$ cat config.mk
export PLATFORM = sky130hd
export DESIGN_NAME = rotary_encoder_decoder_flat
export DESIGN_NICKNAME = d
export VERILOG_FILES = /design/src/rtl/core/red_pkg.sv /design/src/rtl/core/red_channels.sv /design/src/rtl/core/red_step_table.sv /design/src/rtl/core/rotary_encoder_decoder.sv /design/src/flat_wrapper.sv
export SDC_FILE = /design/constraint.sdc
export NUM_CORES = 1
export LEC_CHECK = 0
export CAP_MARGIN = 10
export CORE_AREA = 2 2 123 113
export DETAILED_ROUTE_END_ITERATION = 10
export DIE_AREA = 0 0 125 115
export DONT_BUFFER_PORTS = 1
export SYNTH_ARGS = -nofsm -noshare
export SYNTH_HDL_FRONTEND = slang
export SYNTH_SLANG_ARGS = --single-unit
$ cat constraint.sdc
create_clock -name clk -period 4.19 [get_ports clk]
set_clock_uncertainty 0.15 [all_clocks]
set_input_delay 0.419 -clock clk [delete_from_list [all_inputs] [get_ports clk]]
set_output_delay 0.419 -clock clk [all_outputs]
set_load 0.03 [all_outputs]
$ cat src/rtl/core/red_pkg.sv
// Shared types, constants and decode tables for the rotary encoder decoder.
`timescale 1ns / 1ps

package red_pkg;

	// Step flags and masks of a table entry.
	localparam logic [7:0] STEP_CW   = 8'h10;
	localparam logic [7:0] STEP_CCW  = 8'h20;
	localparam logic [7:0] STEP_MASK = 8'h30;
	localparam logic [7:0] NEXT_MASK = 8'h0f;

	localparam int STATE_W = 3;
	localparam int DATA_W  = 32;
	localparam int ADDR_W  = 3;

	// Configuration register indexes (taken from paddr[2]).
	localparam logic REG_HALF_STEP = 1'b0;
	localparam logic REG_SWITCH    = 1'b1;

	// Input beat commands.
	localparam logic CMD_SAMPLE = 1'b0;
	localparam logic CMD_LOAD   = 1'b1;

	localparam logic [STATE_W-1:0] START_STATE = 3'd0;
	localparam logic [STATE_W-1:0] FULL_ROWS   = 3'd7;
	localparam logic [STATE_W-1:0] HALF_ROWS   = 3'd6;

	localparam logic signed [1:0] DIR_ZERO = 2'sb00;
	localparam logic signed [1:0] DIR_CW   = 2'sb01;
	localparam logic signed [1:0] DIR_CCW  = 2'sb11;

	// Rows by state, columns by code 00, 01, 10, 11.
	localparam logic [7:0] FULL_TAB [0:6][0:3] = '{
		'{8'h00, 8'h02, 8'h04, 8'h00},
		'{8'h03, 8'h00, 8'h01, 8'h10},
		'{8'h03, 8'h02, 8'h00, 8'h00},
		'{8'h03, 8'h02, 8'h01, 8'h00},
		'{8'h06, 8'h00, 8'h04, 8'h00},
		'{8'h06, 8'h05, 8'h00, 8'h20},
		'{8'h06, 8'h05, 8'h04, 8'h00}
	};

	localparam logic [7:0] HALF_TAB [0:5][0:3] = '{
		'{8'h03, 8'h02, 8'h01, 8'h00},
		'{8'h23, 8'h00, 8'h01, 8'h00},
		'{8'h13, 8'h02, 8'h00, 8'h00},
		'{8'h03, 8'h05, 8'h04, 8'h00},
		'{8'h03, 8'h03, 8'h04, 8'h10},
		'{8'h03, 8'h05, 8'h03, 8'h20}
	};

	// Outcome of one table lookup.
	typedef struct packed {
		logic [STATE_W-1:0] next_state;
		logic               cw;
		logic               ccw;
	} lookup_t;

endpackage

$ cat src/rtl/core/red_channels.sv
// Valid/ready channel interfaces for encoder samples and decoded results.
`timescale 1ns / 1ps

interface red_item_if;
	logic               valid;
	logic               ready;
	logic               cmd;
	logic               pin_a;
	logic               pin_b;
	logic               pin_button;
	logic signed [31:0] load_value;

	modport source (output valid, cmd, pin_a, pin_b, pin_button, load_value, input ready);
	modport sink (input valid, cmd, pin_a, pin_b, pin_button, load_value, output ready);
endinterface

interface red_result_if;
	logic               valid;
	logic               ready;
	logic               has_event;
	logic signed [1:0]  direction;
	logic signed [31:0] count;
	logic               button;

	modport source (output valid, has_event, direction, count, button, input ready);
	modport sink (input valid, has_event, direction, count, button, output ready);
endinterface

$ cat src/rtl/core/red_step_table.sv
// Gray-code state table lookup for full-step and half-step decoding.
`timescale 1ns / 1ps

module red_step_table
	import red_pkg::*;
(
	input  logic               half_sel,
	input  logic [STATE_W-1:0] state,
	input  logic [1:0]         code,
	output lookup_t            result
);

	always_comb begin
		logic [STATE_W-1:0] row;
		logic [7:0]         entry;
		logic [7:0]         flags;
		// A state with no row in the selected table reads as the start state.
		row = state;
		if (half_sel) begin
			if (row >= HALF_ROWS) begin
				row = START_STATE;
			end
			entry = HALF_TAB[row][code];
		end else begin
			if (row >= FULL_ROWS) begin
				row = START_STATE;
			end
			entry = FULL_TAB[row][code];
		end
		flags             = entry & STEP_MASK;
		result.next_state = STATE_W'(entry & NEXT_MASK);
		result.cw         = (flags == STEP_CW);
		result.ccw        = (flags == STEP_CCW);
	end

endmodule

$ cat src/rtl/core/rotary_encoder_decoder.sv
// Top level of the rotary encoder decoder: input stage, decode stage, APB registers.
//
//   channel   direction  beat contents
//   item      sink       cmd, pin_a, pin_b, pin_button, load_value
//   result    source     has_event, direction, count, button
//   apb       slave      half_step_mode (0x0), switch_present (0x4)
//
// Each beat passes through the input register, then through the table lookup and
// counter adder into the result register.
// A new beat is accepted every cycle while the result side keeps taking beats.
// A stalled result holds the decode stage, and the input register fills behind it.
// Reset clears the table state, counter and button latch; half-step mode off, button present.
`timescale 1ns / 1ps

module rotary_encoder_decoder
	import red_pkg::*;
#(
	parameter int COUNT_WIDTH = 32
) (
	input  logic               clk,
	input  logic               arst_n,
	red_item_if.sink           item,
	red_result_if.source       result,
	input  logic               psel,
	input  logic               penable,
	input  logic               pwrite,
	input  logic [ADDR_W-1:0]  paddr,
	input  logic [DATA_W-1:0]  pwdata,
	output logic [DATA_W-1:0]  prdata,
	output logic               pready
);

	logic                   half_step_q;
	logic                   switch_present_q;

	logic                   valid_s1;
	logic                   cmd_s1;
	logic [1:0]             code_s1;
	logic                   pin_button_s1;
	logic signed [31:0]     load_value_s1;

	logic [STATE_W-1:0]     table_state_q;
	logic [COUNT_WIDTH-1:0] count_q;
	logic                   button_q;

	logic                   out_valid_q;
	logic                   has_event_q;
	logic signed [1:0]      direction_q;
	logic signed [31:0]     count_out_q;
	logic                   button_out_q;

	logic                   advance;
	logic                   fire;
	lookup_t                lk;
	logic [COUNT_WIDTH-1:0] load_ext;
	logic [COUNT_WIDTH-1:0] count_next;
	logic                   pressed;
	logic                   button_next;
	logic [STATE_W-1:0]     state_next;
	logic                   event_next;
	logic signed [1:0]      dir_next;

	// Configuration port.
	assign pready = 1'b1;

	always_comb begin
		case (paddr[2])
			REG_HALF_STEP: prdata = {{(DATA_W-1){1'b0}}, half_step_q};
			REG_SWITCH:    prdata = {{(DATA_W-1){1'b0}}, switch_present_q};
			default:       prdata = '0;
		endcase
	end

	always_ff @(posedge clk or negedge arst_n) begin
		if (!arst_n) begin
			half_step_q      <= 1'b0;
			switch_present_q <= 1'b1;
		end else if (psel && penable && pwrite) begin
			case (paddr[2])
				REG_HALF_STEP: half_step_q      <= pwdata[0];
				REG_SWITCH:    switch_present_q <= pwdata[0];
				default:       ;
			endcase
		end
	end

	// Handshake: the decode stage moves whenever the result register is free.
	assign advance    = !out_valid_q || result.ready;
	assign fire       = valid_s1 && advance;
	assign item.ready = !valid_s1 || advance;

	always_ff @(posedge clk or negedge arst_n) begin
		if (!arst_n) begin
			valid_s1 <= 1'b0;
		end else if (item.ready) begin
			valid_s1 <= item.valid;
		end
	end

	always_ff @(posedge clk) begin
		if (item.ready && item.valid) begin
			cmd_s1        <= item.cmd;
			code_s1       <= {item.pin_a, item.pin_b};
			pin_button_s1 <= item.pin_button;
			load_value_s1 <= item.load_value;
		end
	end

	red_step_table u_table (
		.half_sel  (half_step_q),
		.state     (table_state_q),
		.code      (code_s1),
		.result    (lk)
	);

	assign load_ext = COUNT_WIDTH'(load_value_s1);
	assign pressed  = switch_present_q ? !pin_button_s1 : 1'b0;

	always_comb begin
		count_next  = count_q;
		state_next  = table_state_q;
		button_next = button_q;
		event_next  = 1'b0;
		dir_next    = DIR_ZERO;
		if (cmd_s1 == CMD_LOAD) begin
			count_next = load_ext;
		end else begin
			state_next  = lk.next_state;
			button_next = pressed;
			if (lk.cw) begin
				count_next = count_q + COUNT_WIDTH'(1);
				dir_next   = DIR_CW;
			end else if (lk.ccw) begin
				count_next = count_q - COUNT_WIDTH'(1);
				dir_next   = DIR_CCW;
			end
			event_next = lk.cw || lk.ccw || (pressed != button_q);
		end
	end

	always_ff @(posedge clk or negedge arst_n) begin
		if (!arst_n) begin
			table_state_q <= START_STATE;
			count_q       <= '0;
			button_q      <= 1'b0;
			out_valid_q   <= 1'b0;
		end else begin
			if (advance) begin
				out_valid_q <= valid_s1;
			end
			if (fire) begin
				table_state_q <= state_next;
				count_q       <= count_next;
				button_q      <= button_next;
			end
		end
	end

	always_ff @(posedge clk) begin
		if (fire) begin
			has_event_q  <= event_next;
			direction_q  <= dir_next;
			count_out_q  <= 32'(count_next);
			button_out_q <= button_next;
		end
	end

	assign result.valid     = out_valid_q;
	assign result.has_event = has_event_q;
	assign result.direction = direction_q;
	assign result.count     = count_out_q;
	assign result.button    = button_out_q;

	// A reported step always comes with an event, and its code is never the unused one.
	assert property (@(posedge clk) disable iff (!arst_n)
		out_valid_q |-> (direction_q == DIR_ZERO || has_event_q))
		else $error("step reported without event");

	assert property (@(posedge clk) disable iff (!arst_n)
		out_valid_q |-> (direction_q != 2'sb10))
		else $error("invalid direction code");

	// A load beat puts its value into the counter and leaves the table state alone.
	assert property (@(posedge clk) disable iff (!arst_n)
		(fire && cmd_s1 == CMD_LOAD) |=> (count_q == $past(load_ext)
			&& table_state_q == $past(table_state_q)))
		else $error("load did not take effect");

	// No table entry leads to the state with no row in either table.
	assert property (@(posedge clk) disable iff (!arst_n)
		(fire && cmd_s1 == CMD_SAMPLE) |=> (table_state_q != 3'd7))
		else $error("table reached an unused state");

endmodule

$ cat src/flat_wrapper.sv
// flat-port wrapper written by rule: the top's interface ports become plain ports
module rotary_encoder_decoder_flat import red_pkg::*;
#(
	parameter int COUNT_WIDTH = 32
)
  (clk, arst_n, psel, penable, pwrite, paddr, pwdata, prdata, pready, item_valid, item_cmd, item_pin_a, item_pin_b, item_pin_button, item_load_value, item_ready, result_valid, result_has_event, result_direction, result_count, result_button, result_ready);
  red_item_if item_i ();
  red_result_if result_i ();
  input  logic clk;
  input  logic arst_n;
  input  logic psel;
  input  logic penable;
  input  logic pwrite;
  input  logic [ADDR_W-1:0] paddr;
  input  logic [DATA_W-1:0] pwdata;
  output logic [DATA_W-1:0] prdata;
  output logic pready;
  input wire logic [$bits(item_i.valid)-1:0] item_valid;
  input wire logic [$bits(item_i.cmd)-1:0] item_cmd;
  input wire logic [$bits(item_i.pin_a)-1:0] item_pin_a;
  input wire logic [$bits(item_i.pin_b)-1:0] item_pin_b;
  input wire logic [$bits(item_i.pin_button)-1:0] item_pin_button;
  input wire logic [$bits(item_i.load_value)-1:0] item_load_value;
  output wire logic [$bits(item_i.ready)-1:0] item_ready;
  output wire logic [$bits(result_i.valid)-1:0] result_valid;
  output wire logic [$bits(result_i.has_event)-1:0] result_has_event;
  output wire logic [$bits(result_i.direction)-1:0] result_direction;
  output wire logic [$bits(result_i.count)-1:0] result_count;
  output wire logic [$bits(result_i.button)-1:0] result_button;
  input wire logic [$bits(result_i.ready)-1:0] result_ready;
  assign item_i.valid = item_valid;
  assign item_i.cmd = item_cmd;
  assign item_i.pin_a = item_pin_a;
  assign item_i.pin_b = item_pin_b;
  assign item_i.pin_button = item_pin_button;
  assign item_i.load_value = item_load_value;
  assign item_ready = item_i.ready;
  assign result_valid = result_i.valid;
  assign result_has_event = result_i.has_event;
  assign result_direction = result_i.direction;
  assign result_count = result_i.count;
  assign result_button = result_i.button;
  assign result_i.ready = result_ready;
  rotary_encoder_decoder #(.COUNT_WIDTH(COUNT_WIDTH)) u_core (.clk(clk), .arst_n(arst_n), .item(item_i), .result(result_i), .psel(psel), .penable(penable), .pwrite(pwrite), .paddr(paddr), .pwdata(pwdata), .prdata(prdata), .pready(pready));
endmodule
==> metrics.log, run 1 <==
[metrics] cell type group with the largest total delay on the critical path: simple AND/OR/NAND/NOR gates
[metrics] setup slack of the worst register-to-register path: 0.50 ns
[metrics] average instance area after synthesis: approximately 10 um2
[metrics] TritonCTS clock tree: built
[metrics] P_int: roughly 2.1 mW
[metrics] switching share of power: 0.345
[metrics] vias: 4905
[metrics] Antenna Violating Nets Remaining: 0
[metrics] transition time at the pin with the least slew margin: 0.910 ns
[metrics] cell depth of the worst min-delay path: 1
[metrics] crit path buf inv count: 0
[metrics] Inserted Diodes: 0
[metrics] number of global-route vias before repair: about 4800
[metrics] initial core utilization: 0.491
[metrics] critical register-to-register path endpoint: u_core.count_q[25]$_DFFE_PN0P_
[metrics] via count normalized by instance count: 5.97
[metrics] biggest fanout along the worst timing path: 14
[metrics] overflow left after global routing: 0
[metrics] net load switching power: 1.11 mW
[metrics] portion of the clock cycle consumed by the worst path in the final layout: 0.881
[metrics] Synth area leaders: edfxtp_1, dfrtp_1, buf_4
[metrics] most frequent cells after synthesis: edfxtp_1, nand2_1, dfrtp_1
[metrics] post-layout util: 0.538
[metrics] clock root cell: clkbuf_16
[metrics] Final setup violation count: 0
[metrics] maximum clock frequency: between 0.2 and 0.3 GHz
[metrics] tightest hold margin: 0.0168 ns
[metrics] Critical Path Sink Type: flip-flop
[metrics] yosys warns: 0
[metrics] HPWL after detailed placement: 9.90 mm
[metrics] Max VDD drop: 0.000252 V
[metrics] Hold Crit Start: item_valid
[metrics] antenna violations before repair: 0
[metrics] clock sink total: 112
[metrics] count of hold-fix buffers inserted at cts: 38
[metrics] total global routing track utilization: 0.213
[metrics] crit path time final: 3.69 ns
[metrics] result of the run: complete, no violations
[metrics] async set or reset register ratio after synthesis: 0.357
[metrics] total instance count after detailed placement: about 770
[metrics] cell type with the highest aggregate area in the netlist: edfxtp_1
[metrics] Endpoint, Worst Hold: u_core.valid_s1$_DFFE_PN0N_
[metrics] share of Yosys cell area claimed by the top area cell type: 0.336
[metrics] clock power share: 0.278
[metrics] H-tree depth reported by CTS: 3
[metrics] crit path DAT: 3.79 ns
[metrics] overall die area: 14400 um2
[metrics] number of distinct library cells after synthesis: slightly below 70
[metrics] dominant cell by count in the synthesized netlist: edfxtp_1
[metrics] RSZ-0062 raised after global routing: no
[metrics] Post-synth EDFFs: 72
[metrics] cell depth of the worst flop-to-flop path: 9
[metrics] Slew Limit Fails: 0
[metrics] source-to-sink clock delay at the later pin of the worst-skew pair: 0.37 ns
[metrics] class of the most critical setup path: reg -> reg
[metrics] Static Leak: 2.54 nW
[metrics] number of nets at the end of the flow: 731
[metrics] buffers inserted by post-CTS timing repair: 0
[metrics] detailed-router iteration count before antenna repair: 4
[metrics] fraction of final layout cells sized beyond drive strength 1: 0.0902
[metrics] count of fill cells added during filler insertion: 1165
[metrics] I/O pin total: 149
[metrics] core area: 13100 um2
[metrics] Residual DRC: 0
[metrics] reg2reg start: u_core.table_state_q[2]$_DFFE_PN0P_
[metrics] Fin. Hold Viols: 0
[metrics] category of the worst setup path launch point: flip-flop
[metrics] combinational share of power: 0.197
[metrics] path class of the lowest-slack min-delay path: in -> reg
[metrics] Max stage delay on crit path: 0.60 ns
[metrics] worst relative slew slack: 0.394
[metrics] Port Buf Inserts: 0
[metrics] site row count: 40
[metrics] Crit path top cell by count: and4_1
[metrics] post-route setup TNS: 0 ns
[metrics] max-capacitance violation count: 0
[metrics] die height: 115 um
[metrics] worst-path cell chain: nor2b_1 > mux2i_1 > o31ai_1 > ha_1 > and4_1 > and4_1 > o22ai_1 > or4_1 > and3_1
[metrics] post-synth design cell area: 6440 um2
[metrics] Area Overhead vs Synth: 9.58%
[metrics] sequential fraction of the synthesis area: 0.491
[metrics] sequential share of power: 0.526
[metrics] first-iteration detailed-routing DRC count: about 340
[metrics] Mapped Cells: 640
[metrics] die boundary width: 125 um
[metrics] required arrival time at the worst endpoint: 4.29 ns
[metrics] Final Instance Count excl. Fillers: 822
[metrics] global-route wire length before repair: about 24 mm
[metrics] pwr dens: between 400 and 500 nW/um2
[metrics] Top FF cell, synth: edfxtp_1
[metrics] DRT Wirelength: 14.9 mm
[metrics] number of buffers created by CTS: 9
[metrics] Placer Congestion: 0.897
[metrics] clock-pin slew of the registers on the worst-case setup and hold paths: 0.07 ns
[metrics] clk buf depth: 2
[metrics] slowest library cell on the worst path: or4_1
[metrics] post-cts sizing count: 0
[metrics] number of synthesized register bits: 112
[metrics] WL per Instance: between 15 and 20 um
[metrics] largest net degree at the start of global routing: 86
[worst max path at each step]
stage | startpoint | end | slack (ns) | cells after the start
floorplan | u_core.table_state_q[0]$_DFFE_PN0P_ | u_core.count_q[25]$_DFFE_PN0P_ | 0.86 | 12
global placement | u_core.table_state_q[0]$_DFFE_PN0P_ | u_core.count_q[25]$_DFFE_PN0P_ | 0.68 | 9
detailed placement | u_core.table_state_q[2]$_DFFE_PN0P_ | u_core.count_q[25]$_DFFE_PN0P_ | 0.53 | 9
CTS | u_core.table_state_q[2]$_DFFE_PN0P_ | u_core.count_q[25]$_DFFE_PN0P_ | 0.49 | 9
global route | u_core.table_state_q[2]$_DFFE_PN0P_ | u_core.count_q[25]$_DFFE_PN0P_ | 0.21 | 10
finish | u_core.table_state_q[2]$_DFFE_PN0P_ | u_core.count_q[25]$_DFFE_PN0P_ | 0.50 | 9
[sequential cells by signal (all words and copies together) (netlist names)]
signal and cells:
u_core.count_q 32, u_core.load_ext 32, u_core.result.count 32, u_core.table_state_q 3
u_core.code_s1 2, u_core.result.direction 2, u_core.button_q 1, u_core.cmd_s1 1
u_core.half_step_q 1, u_core.pin_button_s1 1, u_core.result.button 1, u_core.result.has_event 1
u_core.result.valid 1, u_core.switch_present_q 1, u_core.valid_s1 1
[cells by family (layout without fill, tap and decap cells)]
family,Yosys count,in the layout,synth area share
buffers and inverters,97,81,0.0855
AO/OA/AOI/OAI,145,145,0.154
flip-flops,112,112,0.491
AND/OR/NAND/NOR,245,245,0.207
multiplexers,16,16,0.0274
adder cells (fa/ha/maj),4,4,0.00777
other,2,32,0.00117
XOR/XNOR,19,19,0.0258
[routing by layer]
metal | vias to the layer above | global-route usage | wire length (um)
li1 | 2343 | - | -
met1 | 2389 | 0.284 | 6930
met2 | 149 | 0.340 | 6870
met3 | 24 | 0.0600 | 822
met4 | 0 | 0.0733 | 277
met5 | - | 0 | 0
[power groups by stage]
stage               combinational [mW]  clock, mW  sequential, mW
floorplan                        0.653          0            1.54
global placement                 0.577          0            1.70
detailed placement               0.593          0            1.71
CTS                              0.635      0.919            1.69
global route                     0.710      0.954            1.73
finish                           0.634      0.894            1.69
[worst reg2reg max path, delay by kind of cell (launching register included)]
kind / cells / cell delay (ns)
AO/OA/AOI/OAI: 2 / 0.65
adder cells (fa/ha/maj): 1 / 0.39
flip-flops: 1 / 0.55
multiplexers: 1 / 0.10
AND/OR/NAND/NOR: 5 / 1.73
[cell usage in the layout (no fill, tap or decap), types with 20 or more instances in the layout]
| cell | netlist | routed |
|---|---|---|
| a21oi_1 | 25 | 25 |
| conb_1 | 2 | 32 |
| dfrtp_1 | 39 | 39 |
| dlygate4sd3_1 | 1 | 37 |
| edfxtp_1 | 72 | 72 |
| nand2_1 | 50 | 50 |
| nand3_1 | 31 | 31 |
| nand4_1 | 20 | 20 |
| nor2_1 | 36 | 36 |
| nor3_1 | 27 | 27 |
| o21ai_0 | 36 | 36 |
[metrics by stage]
stage	total power [mW]	area (um2)	setup WS, ns
floorplan	2.19	6550	0.856
global placement	2.27	6360	0.685
detailed placement	2.30	6360	0.526
CTS	3.24	7060	0.495
global route	3.39	7060	0.208
finish	3.22	7060	0.500
[area by class of cell]
class	count	area (um2)	share of cell area
Sequential cell	112	3160	0.448
Multi-Input combinational cell	461	2840	0.402
Timing Repair Buffer	49	480	0.0681
Clock buffer	9	225	0.0319
Tap cell	168	210	0.0298
Clock inverter	7	77.6	0.0110
Inverter	16	60.1	0.00851
Power figures use the tool's default switching activity.
==> run 2, diff against run 1 <==
--- a/config.mk
+++ b/config.mk
@@ -6,9 +6,10 @@
 export NUM_CORES = 1
 export LEC_CHECK = 0
 export CAP_MARGIN = 10
-export CORE_AREA = 2 2 123 113
+export CORE_AREA = 2 2 96 144
+export CTS_CLUSTER_DIAMETER = 60
 export DETAILED_ROUTE_END_ITERATION = 10
-export DIE_AREA = 0 0 125 115
+export DIE_AREA = 0 0 98 146
 export DONT_BUFFER_PORTS = 1
 export SYNTH_ARGS = -nofsm -noshare
 export SYNTH_HDL_FRONTEND = slang
==> run 2 against run 1 <==
  * Global-route usage shrank 0.34 points
  * Flip-flop and latch count unchanged
  * Largest power group unchanged
  * Die area fell by 0.47%
  * Non-clock buffer count shrank 10
  * Worst setup slack lost 0.014 ns
  * First-iteration DRC count down 20%
  * Fmax decreased by 0.39%
  * Final cell count fell by 2.3%
  * Total power fell by 0.62%
  * Final area decreased by 1.4%
  * Wire length grew 2.2%
  * Core utilization is 0.11 points lower
==> metrics.log, run 2 (synthesis gave the netlist of run 1 again) <==
[metrics] biggest fanout along the worst timing path: 13 (-1)
[metrics] cell depth of the worst flop-to-flop path: 9 (unchanged)
[metrics] P_int: 2.10 mW (-0.29%)
[metrics] count of hold-fix buffers inserted at cts: 29 (-24%)
[metrics] Critical Path Sink Type: flip-flop
[metrics] combinational share of power: 0.197 (about the same)
[metrics] tightest hold margin: 0.00828 ns (-0.00852 ns)
[metrics] Port Buf Inserts: 0 (unchanged)
[metrics] fraction of final layout cells sized beyond drive strength 1: 0.0870 (-0.00326)
[metrics] maximum clock frequency: 0.270 GHz (-0.39%)
[metrics] category of the worst setup path launch point: flip-flop
[metrics] worst relative slew slack: 0.369 (-0.0241)
[metrics] number of buffers created by CTS: 9 (unchanged)
[metrics] Max VDD drop: 0.000213 V (-15%)
[metrics] WL per Instance: 19.0 um (+4.6%)
[metrics] result of the run: complete, no violations
[metrics] transition time at the pin with the least slew margin: 0.946 ns (+0.0362 ns)
[metrics] clock root cell: clkbuf_16
[metrics] Final Instance Count excl. Fillers: 803 (-2.3%)
[metrics] buffers inserted by post-CTS timing repair: 0 (unchanged)
[metrics] max-capacitance violation count: 0 (unchanged)
[metrics] antenna violations before repair: 0 (unchanged)
[metrics] Final setup violation count: 0 (unchanged)
[metrics] net load switching power: 1.10 mW (-1.2%)
[metrics] final non-filler cell area: 6960 um2 (-1.4%)
[metrics] core area: 13000 um2 (-1.2%)
[metrics] Static Leak: 2.49 nW (-2.0%)
[metrics] switching share of power: 0.343 (-0.00214)
[metrics] crit path DAT: 3.80 ns (about the same)
[metrics] H-tree depth reported by CTS: 3 (unchanged)
[metrics] path class of the lowest-slack min-delay path: in -> reg
[metrics] Area Overhead vs Synth: 8.02%
[metrics] clock-pin slew of the registers on the worst-case setup and hold paths: 0.07 ns (about the same)
[metrics] Global Route met2 Usage: 0.388 (+0.0481)
[metrics] initial core utilization: 0.497 (+0.00602)
[metrics] site row count: 51 (+28%)
[metrics] detailed-router iteration count before antenna repair: 4 (unchanged)
[metrics] TritonCTS clock tree: built
[metrics] Slew Limit Fails: 0 (unchanged)
[metrics] portion of the clock cycle consumed by the worst path in the final layout: 0.884 (+0.00345)
[metrics] RSZ-0062 raised after global routing: no
[metrics] DRT Wirelength: 15.2 mm (+2.2%)
[metrics] Most Used Layer, Global Route: met2
[metrics] Placer Congestion: 0.856 (-4.5%)
[metrics] met3 Usage GRT: 0.0351 (-0.0250)
[metrics] pwr dens: 460 nW/um2 (+0.81%)
[metrics] total instance count after detailed placement: 758 (-1.3%)
[metrics] I/O pin total: 149 (unchanged)
[metrics] placed instance area: 6350 um2 (about the same)
[metrics] number of nets at the end of the flow: 721 (-1.4%)
[metrics] global-route wire length before repair: 24.0 mm (-2.0%)
[metrics] Fin. Hold Viols: 0 (unchanged)
[metrics] clock power share: 0.276 (-0.002)
[metrics] Hold Crit Start: item_load_value[12]
[metrics] highest-count cells in the layout ignoring fill and taps: edfxtp_1, nand2_1, dfrtp_1, nor2_1, o21ai_0
[metrics] die height: 146 um (+27%)
[metrics] total power: 3.20 mW (-0.62%)
[metrics] number of global-route vias before repair: 4744 (-1.5%)
[metrics] count of fill cells added during filler insertion: 1181 (+1.4%)
[metrics] overall die area: 14300 um2 (-0.47%)
[metrics] post-cts sizing count: 0 (unchanged)
[metrics] most common cell after layout, fill and taps aside: edfxtp_1
[metrics] required arrival time at the worst endpoint: 4.28 ns (about the same)
[metrics] largest net degree at the start of global routing: 86 (unchanged)
[metrics] total global routing track utilization: 0.210 (-0.00339)
[metrics] source-to-sink clock delay at the later pin of the worst-skew pair: 0.35 ns (-0.02 ns)
[metrics] post-route setup TNS: 0 ns (unchanged)
[metrics] clock sink total: 112 (unchanged)
[metrics] met1 Use GR: 0.236 (-0.0480)
[metrics] reg2reg start: u_core.table_state_q[0]$_DFFE_PN0P_
[metrics] critical register-to-register path endpoint: u_core.count_q[25]$_DFFE_PN0P_
[metrics] overflow left after global routing: 0 (unchanged)
[metrics] vias: 4826 (-1.6%)
[metrics] Antenna Violating Nets Remaining: 0 (unchanged)
[metrics] Inserted Diodes: 0 (unchanged)
[metrics] via count normalized by instance count: 6.01 (+0.72%)
[metrics] HPWL after detailed placement: 10.3 mm (+4.2%)
[metrics] Residual DRC: 0 (unchanged)
[metrics] setup slack of the worst register-to-register path: 0.49 ns (about the same)
[metrics] sequential share of power: 0.527 (about the same)
[metrics] crit path time final: 3.70 ns (+0.0145 ns)
[metrics] Endpoint, Worst Hold: u_core.load_ext[12]$_DFFE_PP_
[metrics] die boundary width: 98 um (-22%)
[metrics] clk buf depth: 2 (unchanged)
[metrics] first-iteration detailed-routing DRC count: 272 (-20%)
[metrics] class of the most critical setup path: reg -> reg
[metrics] cell depth of the worst min-delay path: 0 (-1)
==> run 2: cell types whose count changed in the layout (fill, tap and decap cells not counted) <==
| cell | previous run | this run |
|---|---|---|
| dlygate4sd3_1 | 37 | 28 |
| buf_4 | 11 | 9 |
| clkbuf_1 | 0 | 2 |
| clkinv_2 | 2 | 0 |
| inv_6 | 2 | 0 |
| buf_12 | 0 | 1 |
| clkinv_4 | 1 | 2 |
| clkinvlp_4 | 0 | 1 |
==> run 2: critical path: stages, from the launching register on <==
cell	delay [ns]
dfrtp_1	0.56
nor2b_1	0.23
mux2i_1	0.09
o31ai_1	0.36
ha_1	0.44
and4_1	0.34
and4_1	0.37
o22ai_1	0.32
or4_1	0.58
and3_1	0.15
==> run 2: area by class of cell <==
class | count | area (um2) | share of cell area
repair buffers | 39 | 395 | 0.0568
inverters | 16 | 60.1 | 0.00863
multi-input cells | 461 | 2840 | 0.408
flip-flops and latches | 112 | 3160 | 0.455
well taps | 159 | 199 | 0.0286
clock inverters | 5 | 66.3 | 0.00953
clock buffers | 11 | 233 | 0.0335
==> run 2: stage by stage <==
stage | setup slack, ns | util
after floorplan | 0.856 | -
after global placement | 0.647 | 0.490
after detailed placement | 0.534 | 0.490
after CTS | 0.506 | 0.537
after global routing | 0.255 | 0.537
final | 0.485 | 0.537
==> run 2: routing by layer <==
layer / wire length (um) / up-vias
met3: 470 / 26
met4: 377 / 0
met5: 0 / -
met1: 5940 / 2370
met2: 8440 / 106
li1: - / 2324
==> run 2: power groups by stage <==
| stage | Combinational [mW] | Sequential, mW | Clock (mW) |
|---|---|---|---|
| 6_report | 0.631 | 1.69 | 0.883 |
| 5_1_grt | 0.702 | 1.72 | 0.935 |
| 3_3_place_gp | 0.578 | 1.70 | 0 |
| 2_1_floorplan | 0.653 | 1.54 | 0 |
| 3_5_place_dp | 0.598 | 1.71 | 0 |
| 4_1_cts | 0.635 | 1.68 | 0.904 |
==> run 2: how the worst max path moves through the flow <==
stage                     cells after the start                             end  slack [ns]                                start
after floorplan                              12  u_core.count_q[25]$_DFFE_PN0P_        0.86  u_core.table_state_q[0]$_DFFE_PN0P_
after global placement                        9  u_core.count_q[25]$_DFFE_PN0P_        0.65  u_core.table_state_q[0]$_DFFE_PN0P_
after detailed placement                     11  u_core.count_q[25]$_DFFE_PN0P_        0.53  u_core.table_state_q[2]$_DFFE_PN0P_
after CTS                                    11  u_core.count_q[25]$_DFFE_PN0P_        0.51  u_core.table_state_q[2]$_DFFE_PN0P_
after global routing                         11  u_core.count_q[25]$_DFFE_PN0P_        0.25  u_core.table_state_q[2]$_DFFE_PN0P_
final                                         9  u_core.count_q[25]$_DFFE_PN0P_        0.49  u_core.table_state_q[0]$_DFFE_PN0P_
